### src/rtl/ppv_pkg.sv
// ----------------------------------------------------------------------------
// ppv_pkg
// Shared widths and codes for the pillar voxelizer.
// ----------------------------------------------------------------------------
package ppv_pkg;

   localparam int COORD_W  = 18;
   localparam int DIV_W    = 18;
   localparam int CSIZE_W  = 16;
   localparam int LIMIT_W  = 16;
   localparam int SLOT_W   = 5;
   localparam int PIDX_OUT_W = 15;
   localparam int CELL_OUT_W = 9;
   localparam int EPOCH_W  = 8;
   localparam int CSR_IDX_W = 4;

   localparam logic [1:0] ST_STORED       = 2'd0;
   localparam logic [1:0] ST_OUT_OF_RANGE = 2'd1;
   localparam logic [1:0] ST_TABLE_FULL   = 2'd2;
   localparam logic [1:0] ST_PILLAR_FULL  = 2'd3;

   localparam logic [CSR_IDX_W-1:0] CSR_X_LOW       = 4'd0;
   localparam logic [CSR_IDX_W-1:0] CSR_Y_LOW       = 4'd1;
   localparam logic [CSR_IDX_W-1:0] CSR_Z_LOW       = 4'd2;
   localparam logic [CSR_IDX_W-1:0] CSR_Z_HIGH      = 4'd3;
   localparam logic [CSR_IDX_W-1:0] CSR_CELL_SIZE_X = 4'd4;
   localparam logic [CSR_IDX_W-1:0] CSR_CELL_SIZE_Y = 4'd5;
   localparam logic [CSR_IDX_W-1:0] CSR_PILLAR_LIMIT = 4'd6;
   localparam logic [CSR_IDX_W-1:0] CSR_SLOT_LIMIT  = 4'd7;

endpackage

### src/rtl/ppv_divider.sv
// ----------------------------------------------------------------------------
// ppv_divider
// Restoring divider, one quotient bit per cycle, unsigned.
// ----------------------------------------------------------------------------
module ppv_divider
   import ppv_pkg::*;
(
   input  logic               clock,
   input  logic               reset,
   input  logic               start,
   input  logic [DIV_W-1:0]   dividend,
   input  logic [CSIZE_W-1:0] divisor,
   output logic [DIV_W-1:0]   quotient,
   output logic               done
);

   localparam int CNT_W = $clog2(DIV_W + 1);

   logic [DIV_W-1:0]   dvd_ff, dvd_in;
   logic [CSIZE_W-1:0] rem_ff, rem_in;
   logic [CSIZE_W-1:0] dsr_ff, dsr_in;
   logic [CNT_W-1:0]   cnt_ff, cnt_in;
   logic               done_ff, done_in;
   logic [CSIZE_W:0]   trial;
   logic [CSIZE_W:0]   diff;

   always_comb begin
      trial   = {rem_ff, dvd_ff[DIV_W-1]};
      diff    = trial - {1'b0, dsr_ff};
      dvd_in  = dvd_ff;
      rem_in  = rem_ff;
      dsr_in  = dsr_ff;
      cnt_in  = cnt_ff;
      done_in = 1'b0;
      if (start) begin
         dvd_in = dividend;
         rem_in = '0;
         dsr_in = divisor;
         cnt_in = CNT_W'(DIV_W);
      end else if (cnt_ff != '0) begin
         // quotient bits shift into the dividend register from the bottom
         if (trial >= {1'b0, dsr_ff}) begin
            rem_in = diff[CSIZE_W-1:0];
            dvd_in = {dvd_ff[DIV_W-2:0], 1'b1};
         end else begin
            rem_in = trial[CSIZE_W-1:0];
            dvd_in = {dvd_ff[DIV_W-2:0], 1'b0};
         end
         cnt_in  = cnt_ff - 1'b1;
         done_in = (cnt_ff == CNT_W'(1));
      end
   end

   always_ff @(posedge clock) begin
      if (reset) begin
         cnt_ff  <= '0;
         done_ff <= 1'b0;
      end else begin
         cnt_ff  <= cnt_in;
         done_ff <= done_in;
      end
      dvd_ff <= dvd_in;
      rem_ff <= rem_in;
      dsr_ff <= dsr_in;
   end

   assign quotient = dvd_ff;
   assign done     = done_ff;

   a_done_pulse: assert property (@(posedge clock) disable iff (reset)
      done |=> !done)
      else $error("divider done held for more than one cycle");

endmodule

### config.mk
export PLATFORM = sky130hd
export DESIGN_NAME = ppv_divider
export DESIGN_NICKNAME = d
export VERILOG_FILES = /design/src/rtl/ppv_pkg.sv /design/src/rtl/ppv_divider.sv
export SDC_FILE = /design/constraint.sdc
export NUM_CORES = 1
export LEC_CHECK = 0
export BUFFER_PORTS_ARGS = -buffer_cell sky130_fd_sc_hd__buf_2
export CORE_MARGIN = 4
export CORE_UTILIZATION = 60
export DETAILED_ROUTE_END_ITERATION = 8
export PLACE_DENSITY = 0.95
export SYNTH_ARGS = -nofsm -noshare
export SYNTH_HDL_FRONTEND = slang
export SYNTH_SLANG_ARGS = --single-unit
### constraint.sdc
create_clock -name clock -period 4.8 [get_ports clock]
set_input_delay 1.2 -clock clock [delete_from_list [all_inputs] [get_ports clock]]
set_output_delay 1.2 -clock clock [all_outputs]
set_load 0.02 [all_outputs]
==> results.ini, run 1 <==
[outcome]
status=complete, no violations

[die]
initial_core_util_pct=61.73
io-pin-count=56
row_count=26
die_y_um=80.49
die-area_mm2=0.006479
die_x_um=80.49
coreArea_mm2=0.005107

[cts]
holdBufCountCts=0
cts_buffers=5
clock_path_buffers=2
cts.sinks=56
worstSkewPairLatency_ps=320
root_buffer=clkbuf_8
cts-resized-gates=0
postCtsSetupRepairBufs=0
cts_tree=done
path_clk_slew_ps=100
htree_num_levels=2

[critical_path]
ff2ff_setup_slack_ps=1730
critical_path.top_delay_family=compound AO/OA/AOI/OAI gates
worst_r2r_startpoint=quotient[17]
path_depth=9
crit_path_max_fanout=11
critPathArrivalTime_ps=3270
cp_common_cell=inv_1
r2r_end=rem_ff[1]
start_kind=flip-flop
crit_slowest_cell=a31oi_1
crit_type=flip-flop to flip-flop
cp-end-kind=flip-flop
path_cells=inv_1, ha_1, inv_1, a21o_1, a221oi_4, o21ai_2, a31oi_1, nand2_1, a32o_1
slowest_delay_ps=900
r2r_cells=9
cp_data_required_time_ps=5000
cp.buffers_inverters=2

[yosys]
synthArstFlopShare_pct=0
ys_ff_latch=56
synth_edf_count=34
ys_warn_count=0
synth_mux_area_share_pct=7.381
netlist_instances=302
syn_avg_cell_area_um2=10.44
synth.net_count=359
ys_seq_area_share_pct=46.35
synth-compound-area-share_pct=15.28
synthXorXnorAreaFrac_pct=3.889
synthAdderAreaFrac_pct=8.175
ys.flop_type=edfxtp_1
synthesis.area_mm2=0.003153
synth_top_family_by_area=compound AO/OA/AOI/OAI gates
synth-simple-area-share_pct=13.25
ys_types=53

[sta]
finalSetupViolCount=0
grt_setup_unrepaired=false
skew_ps=12.33
fin_crit_ps=3072
tns_ps=0
period_share_pct=64.01
timing.slew.headroom_pct=20.32
hold_viol=0
maxSlewViolCount=0
worstMarginPinSlew_ps=1190
fmax_mhz=325.5

[global_route]
grt.total_usage_pct=21.94
grt_start_max_net_pins=35
grt.overflow.total=0
grt_pass1_wl_um=11010
antenna_found_initial=0
grt_pass1_vias=2369

[finish]
drive_gt1_share_pct=26.14
final_common_cell=buf_2
final_cell_area_mm2=0.003531
syn_to_final_growth_pct=11.98
nets=408
antennaDiodeCount=0
layout_common_cells=buf_2, edfxtp_1, nor2_1

[min_path]
holdPathStages=2
hp-start=rem_ff[2]
holdPathEnd=rem_ff[3]
hold_path.class=flip-flop to flip-flop

[place]
place.gp.congestion=0.8510
portBuffers=55
placed_cell_area_mm2=0.003442
dp_hpwl_um=4771

[routing]
drt_iter0_drc=287
dr.pass1.iters=4
detail-route-antenna-nets=0
via_count=2481
drc=0
routed_wl_um=6903
via_per_inst=5.879
routedWlPerCell_um=16.36

[power_and_ir_drop]
ir_drop_uv=292.9
leakage_nw=1.516
power.density_mw_per_mm2=534.9

[run]
cap_violations=0

[area by class of cell]
cell class / instances / area, um2
Multi-Input combinational cell: 206 / 1513
Clock buffer: 6 / 72.57
Inverter: 26 / 97.59
Timing Repair Buffer: 56 / 282.8
Fill cell: 370 / 1577
Sequential cell: 56 / 1461
Clock inverter: 2 / 16.27
Tap cell: 70 / 87.58
[sequential cells by signal, summed over array words and instances (netlist names)]
register and count:
cnt_ff 5, quotient 18, done 1, rem_ff 16, dsr_ff 16
[through the flow]
step / cells / power (mW) / hold slack (ps) / util, % / setup WS, ps
after floorplan: 302 / 1.443 / 470.0 / - / 2353
after global placement: 414 / 1.557 / 482.3 / 67.39 / 2028
after detailed placement: 414 / 1.603 / 503.9 / 67.39 / 1945
after CTS: 422 / 1.877 / 511.3 / 69.13 / 1843
after global routing: 422 / 2.007 / 546.8 / 69.13 / 1620
final: 422 / 1.889 / 510.3 / 69.13 / 1728
[kinds of logic after synthesis]
family	Yosys count
AOI/OAI and AO/OA	64
xor gates and xnor gates	14
adders and majority gates	20
buffers and inverters	40
DFF	56
muxes	21
and+or+nand+nor	87
[worst max path at each step]
stage                 start           to
2_1_floorplan  quotient[17]  quotient[0]
3_3_place_gp          start  quotient[8]
3_5_place_dp      dsr_ff[7]    rem_ff[2]
4_1_cts        quotient[17]    rem_ff[1]
5_1_grt        quotient[17]    rem_ff[1]
6_report       quotient[17]    rem_ff[1]
[worst min-delay path, delay by kind of cell (launching register included)]
kind | cells | cell delay, ps
DFF | 1 | 340
AOI/OAI and AO/OA | 1 | 80
and+or+nand+nor | 1 | 60
[routing by layer]
metal  wire, um  vias to the layer above  share of wire [%]  global-route usage [%]
li1           -                     1186                  -                       -
met1       2819                     1193                 41                   27.20
met2       3531                       82                 51                   37.00
met3        375                       20                5.4                   4.596
met4        176                        0                2.5                   9.122
met5          0                        -                  0                       0
[cells in the mapped netlist, types with 7 or more instances]
library cell	instances	area [um2]
a21oi_1	14	70.07
dfxtp_1	22	440.4
edfxtp_1	34	1021
ha_1	19	237.7
inv_1	26	97.59
mux2_2	18	202.7
nand2_1	24	90.09
nor2_1	29	108.9
nor3_1	7	35.03
o21ai_0	7	35.03
xnor2_1	12	105.1
[power by group]
part / internal [mW] / switching, mW
Clock: 0.104 / 0.156
Sequential: 0.625 / 0.0723
Combinational: 0.371 / 0.560
Total: 1.10 / 0.788
Note: power is estimated with default switching activity, not from simulation.
==> run 2, diff against run 1 <==
CORE_UTILIZATION = 51   (was 60)
PLACE_DENSITY = 0.89   (was 0.95)
clock period = 2.6 ns   (was 4.8 ns; I/O delays follow)
==> run 2 against run 1 <==
- critical path depth up 1
- fmax up 24%
- sequential cell count unchanged
- wire length shrank 2.8%
- cell count grew 3.6%
- via count fell by 1.2%
- final area increased by 2.5%
- sequential share of layout area shrank 1.0 points
- first-iteration DRC count fell by 51%
- die area grew 16%
- sequential power is 84% higher
==> results.ini, run 2 (same netlist as run 1, synthesis figures left out) <==
[run]
cap_violations=0

[routing]
drt_iter0_drc=141
routedWlPerCell_um=15.36
dr.pass1.iters=4
detail-route-antenna-nets=0
routed_wl_um=6712
via_count=2450
drc=0
via_per_inst=5.606

[sta]
skew_ps=11.19
tns_ps=0
fin_crit_ps=2484
finalSetupViolCount=0
timing.slew.headroom_pct=64.59
fmax_mhz=402.6
period_share_pct=95.52
maxSlewViolCount=0
setup_ws_ps=116.4
worstMarginPinSlew_ps=529.8
hold_viol=0

[die]
die-area_mm2=0.007505
die_y_um=86.63
die_x_um=86.63
row_count=28
initial_core_util_pct=52.94
io-pin-count=56
coreArea_mm2=0.005956

[place]
place.gp.congestion=0.8413
portBuffers=55
place_ws_ps=162.3
dp_hpwl_um=5003
placed_cells=428
placed_cell_area_mm2=0.003516

[cts]
worstSkewPairLatency_ps=320
cts_tree=done
clock_path_buffers=2
path_clk_slew_ps=110
cts.sinks=56
root_buffer=clkbuf_8
cts_buffers=5
htree_num_levels=2

[finish]
layout_common_cells=buf_2, edfxtp_1, nor2_1
syn_to_final_growth_pct=14.80
final_common_cell=buf_2
antennaDiodeCount=0
multi_input_area_mm2=0.001519
stdcell_count=437
largest_reg_flops=18
ff_latch_area_mm2=0.001461
final_core_utilization_pct=60.78
drive_gt1_share_pct=28.73
final_cell_area_mm2=0.003620
nets=418
filler_cell_count=483

[power_and_ir_drop]
ir_drop_uv=559.4
p_int_mw=2.115
combPwrFrac_pct=50.1
power.density_mw_per_mm2=984.7
swShare_pct=40.65
p_seq_share_pct=36.0
switchingPower_mw=1.449
p_clk_share_pct=13.9
leakage_nw=1.566

[global_route]
antenna_found_initial=0
grt_pass1_wl_um=10670
grt_start_max_net_pins=28
grt_pass1_vias=2361
grt.overflow.total=0
grt.total_usage_pct=17.99

[critical_path]
crit_path_max_fanout=8
critPathArrivalTime_ps=2710
start_kind=flip-flop
crit_type=flip-flop to flip-flop
cp_data_required_time_ps=2820
ff2ff_setup_slack_ps=120
cp-end-kind=flip-flop

[outcome]
status=complete, no violations

[min_path]
hold_path.class=input port to flip-flop

==> run 2: cell types whose count changed in the layout (fill, tap and decap cells not counted), sizes merged <==
cell and delta:
inv +1, clkbuf -1, buf +10
==> run 2: layout make-up <==
cell class / instances / share of cell area (%)
flip-flops and latches: 56 / 40.37
clock buffers: 5 / 1.901
multi-input cells: 206 / 41.96
inverters: 26 / 2.696
clock inverters: 3 / 0.5876
repair buffers: 66 / 9.886
well taps: 75 / 2.592
==> run 2: power groups by stage <==
stage / Combinational (mW) / Sequential, mW / Clock (mW)
global placement: 1.69 / 1.29 / 0
CTS: 1.75 / 1.28 / 0.501
detailed placement: 1.74 / 1.30 / 0
global route: 1.97 / 1.31 / 0.531
finish: 1.79 / 1.28 / 0.495
floorplan: 1.32 / 1.34 / 0
==> run 2: through the flow <==
step	hold slack [ps]	total power [mW]
global route	499.7	3.807
global placement	484.7	2.982
floorplan	470.0	2.664
detailed placement	503.5	3.040
finish	505.4	3.564
CTS	496.6	3.536
==> run 2: final timing paths <==
path	cells past startpoint	from	to
max	10	quotient[17]	rem_ff[0]
min	1	divisor[7]	dsr_ff[7]
max reg2reg	10	quotient[17]	rem_ff[0]
min reg2reg	2	rem_ff[1]	rem_ff[2]
==> run 2: repair_timing <==
action,CTS,global route
setup buffers,0,1
hold buffers,0,0
gates resized for setup,0,1
endpoints found under the hold margin,0,0
setup endpoints to repair,0,1
==> run 2: per-layer routing <==
layer / up-vias / share of wire, % / global-route usage, %
li1: 1213 / - / -
met1: 1154 / 42 / 22.16
met2: 72 / 51 / 30.81
met3: 11 / 4.7 / 3.612
met4: 0 / 1.7 / 7.224
met5: - / 0 / 0
==> run 2: critical path, stage by stage, from the launching register on <==
cell	delay, ps
edfxtp_1	460
inv_1	90
ha_1	180
inv_1	60
a21o_1	220
a221oi_4	360
o21ai_2	140
a31o_1	240
buf_4	160
and3_1	200
nor4_2	280
==> run 3, diff against run 2 <==
BUFFER_PORTS_ARGS = -buffer_cell sky130_fd_sc_hd__clkbuf_2   (was -buffer_cell sky130_fd_sc_hd__buf_2)
==> run 3 against run 2 <==
- first-iteration DRC count shrank 29%
- wire length grew 0.19%
- sequential share of layout area is essentially flat
- fmax grew 2.3%
- via count grew 0.90%
- total power grew 0.80%
- largest power group unchanged
- highest routed layer unchanged
==> results.ini, run 3 (same netlist as run 1, synthesis figures left out) <==
[outcome]
status=complete, no violations

[global_route]
grt_start_max_net_pins=28
grt_pass1_vias=2462
grt.overflow.total=0
grt_pass1_wl_um=11320
grt.total_usage_pct=18.88
antenna_found_initial=0

[critical_path]
worst_r2r_startpoint=dsr_ff[3]
critical_path.top_delay_family=compound AO/OA/AOI/OAI gates
startpoint=dsr_ff[3]
crit_type=flip-flop to flip-flop
cp-end-kind=flip-flop
cp_data_required_time_ps=2830
cp.buffers_inverters=2
r2r_cells=9
path_cells=inv_1, ha_1, a21o_1, a221oi_4, o21ai_2, a31o_1, buf_4, and3_1, nor4_1
start_kind=flip-flop
ff2ff_setup_slack_ps=170
crit_slowest_cell=a221oi_4
slowest_delay_ps=410
r2r_end=rem_ff[0]
critPathArrivalTime_ps=2660
crit_path_max_fanout=8

[die]
die_x_um=86.63
die-area_mm2=0.007505
die_y_um=86.63
initial_core_util_pct=52.94
coreArea_mm2=0.005956
row_count=28
io-pin-count=56

[cts]
htree_num_levels=2
root_buffer=clkbuf_8
worstSkewPairLatency_ps=320
clock_path_buffers=2
cts_buffers=5
cts.sinks=56
cts_tree=done
path_clk_slew_ps=110

[routing]
via_per_inst=5.657
detail-route-antenna-nets=0
routed_wl_um=6725
wl_met3_um=303
wl_met1_um=2773
drc=0
highest_layer=met4
dr_wl_met2_um=3546
via_count=2472
routedWlPerCell_um=15.39
drt_iter0_drc=100
dr.pass1.iters=4

[run]
cap_violations=0

[sta]
worstMarginPinSlew_ps=519.3
fmax_mhz=411.9
tns_ps=0
skew_ps=2.951
period_share_pct=93.39
finalSetupViolCount=0
setup_ws_ps=171.9
hold_viol=0
grt_setup_unrepaired=false
timing.slew.headroom_pct=65.29
fin_crit_ps=2428
maxSlewViolCount=0

[finish]
filler_cell_count=494
syn_to_final_growth_pct=14.92
drive_gt1_share_pct=28.73
largest_reg_flops=18
final_common_cell=clkbuf_2
antennaDiodeCount=0
layout_common_cells=clkbuf_2, edfxtp_1, nor2_1
nets=418

[place]
portBuffers=55
place.gp.congestion=0.8252
place_ws_ps=212.4
dp_hpwl_um=5024

[min_path]
hp-start=divisor[2]
holdPathEnd=dsr_ff[2]
hold_path.class=input port to flip-flop
holdPathStages=1

[power_and_ir_drop]
power.density_mw_per_mm2=991.5
leakage_nw=1.581
ir_drop_uv=511.0
power_mw=3.593

run 3: changes by cell type in the layout (fill, tap and decap cells not counted), sizes merged:
cell | before | now
buf | 66 | 11
clkbuf | 5 | 60
inv | 27 | 29
clkinv | 1 | 0
clkinvlp | 1 | 0
run 3: how the worst max path moves through the flow:
| stage | end | cells past startpoint |
|---|---|---|
| after floorplan | quotient[0] | 10 |
| after global placement | rem_ff[0] | 9 |
| after detailed placement | quotient[0] | 8 |
| after CTS | rem_ff[0] | 9 |
| after global routing | rem_ff[3] | 10 |
| final | rem_ff[0] | 9 |
run 3: routing by layer:
metal,global-route usage [%],vias to the layer above
li1,-,1208
met1,22.96,1190
met2,33.17,67
met3,3.612,7
met4,6.799,0
met5,0,-
run 3: report_power, final:
group	internal [mW]	switching [mW]	total (mW)
clock network	0.204	0.319	0.524
registers	1.15	0.134	1.29
logic	0.762	1.02	1.78
total	2.12	1.47	3.59
run 3: metrics by stage:
step / cell area (um2) / utilization (%) / hold slack (ps) / std cells
after floorplan: 3153 / - / 470.0 / 302
after global placement: 3523 / 59.16 / 484.5 / 429
after detailed placement: 3523 / 59.16 / 494.0 / 429
after CTS: 3621 / 60.80 / 490.8 / 437
after global routing: 3623 / 60.84 / 484.2 / 437
final: 3623 / 60.84 / 497.6 / 437
run 3: worst reg2reg max path, delay by kind of cell, from the launching register on:
kind	cells	cell delay, ps
fa+ha+maj	1	330
simple gates	2	430
compound gates	4	1020
flops	1	350
buf+inv	2	200
run 3: layout make-up:
class	instances	area, um2	area share, %
inverter	26	97.59	2.693
sequential	56	1461	40.33
clock inverter	3	28.78	0.7942
tap	75	93.84	2.590
multi-input combinational	206	1515	41.82
clock buffer	5	68.82	1.899
timing repair buffer	66	357.8	9.876
run 3: what timing repair did:
| item | CTS | global route |
|---|---|---|
| gates resized for setup | 0 | 1 |
| setup endpoints to repair | 0 | 1 |
| hold buffers | 0 | 0 |
| setup buffers | 0 | 0 |
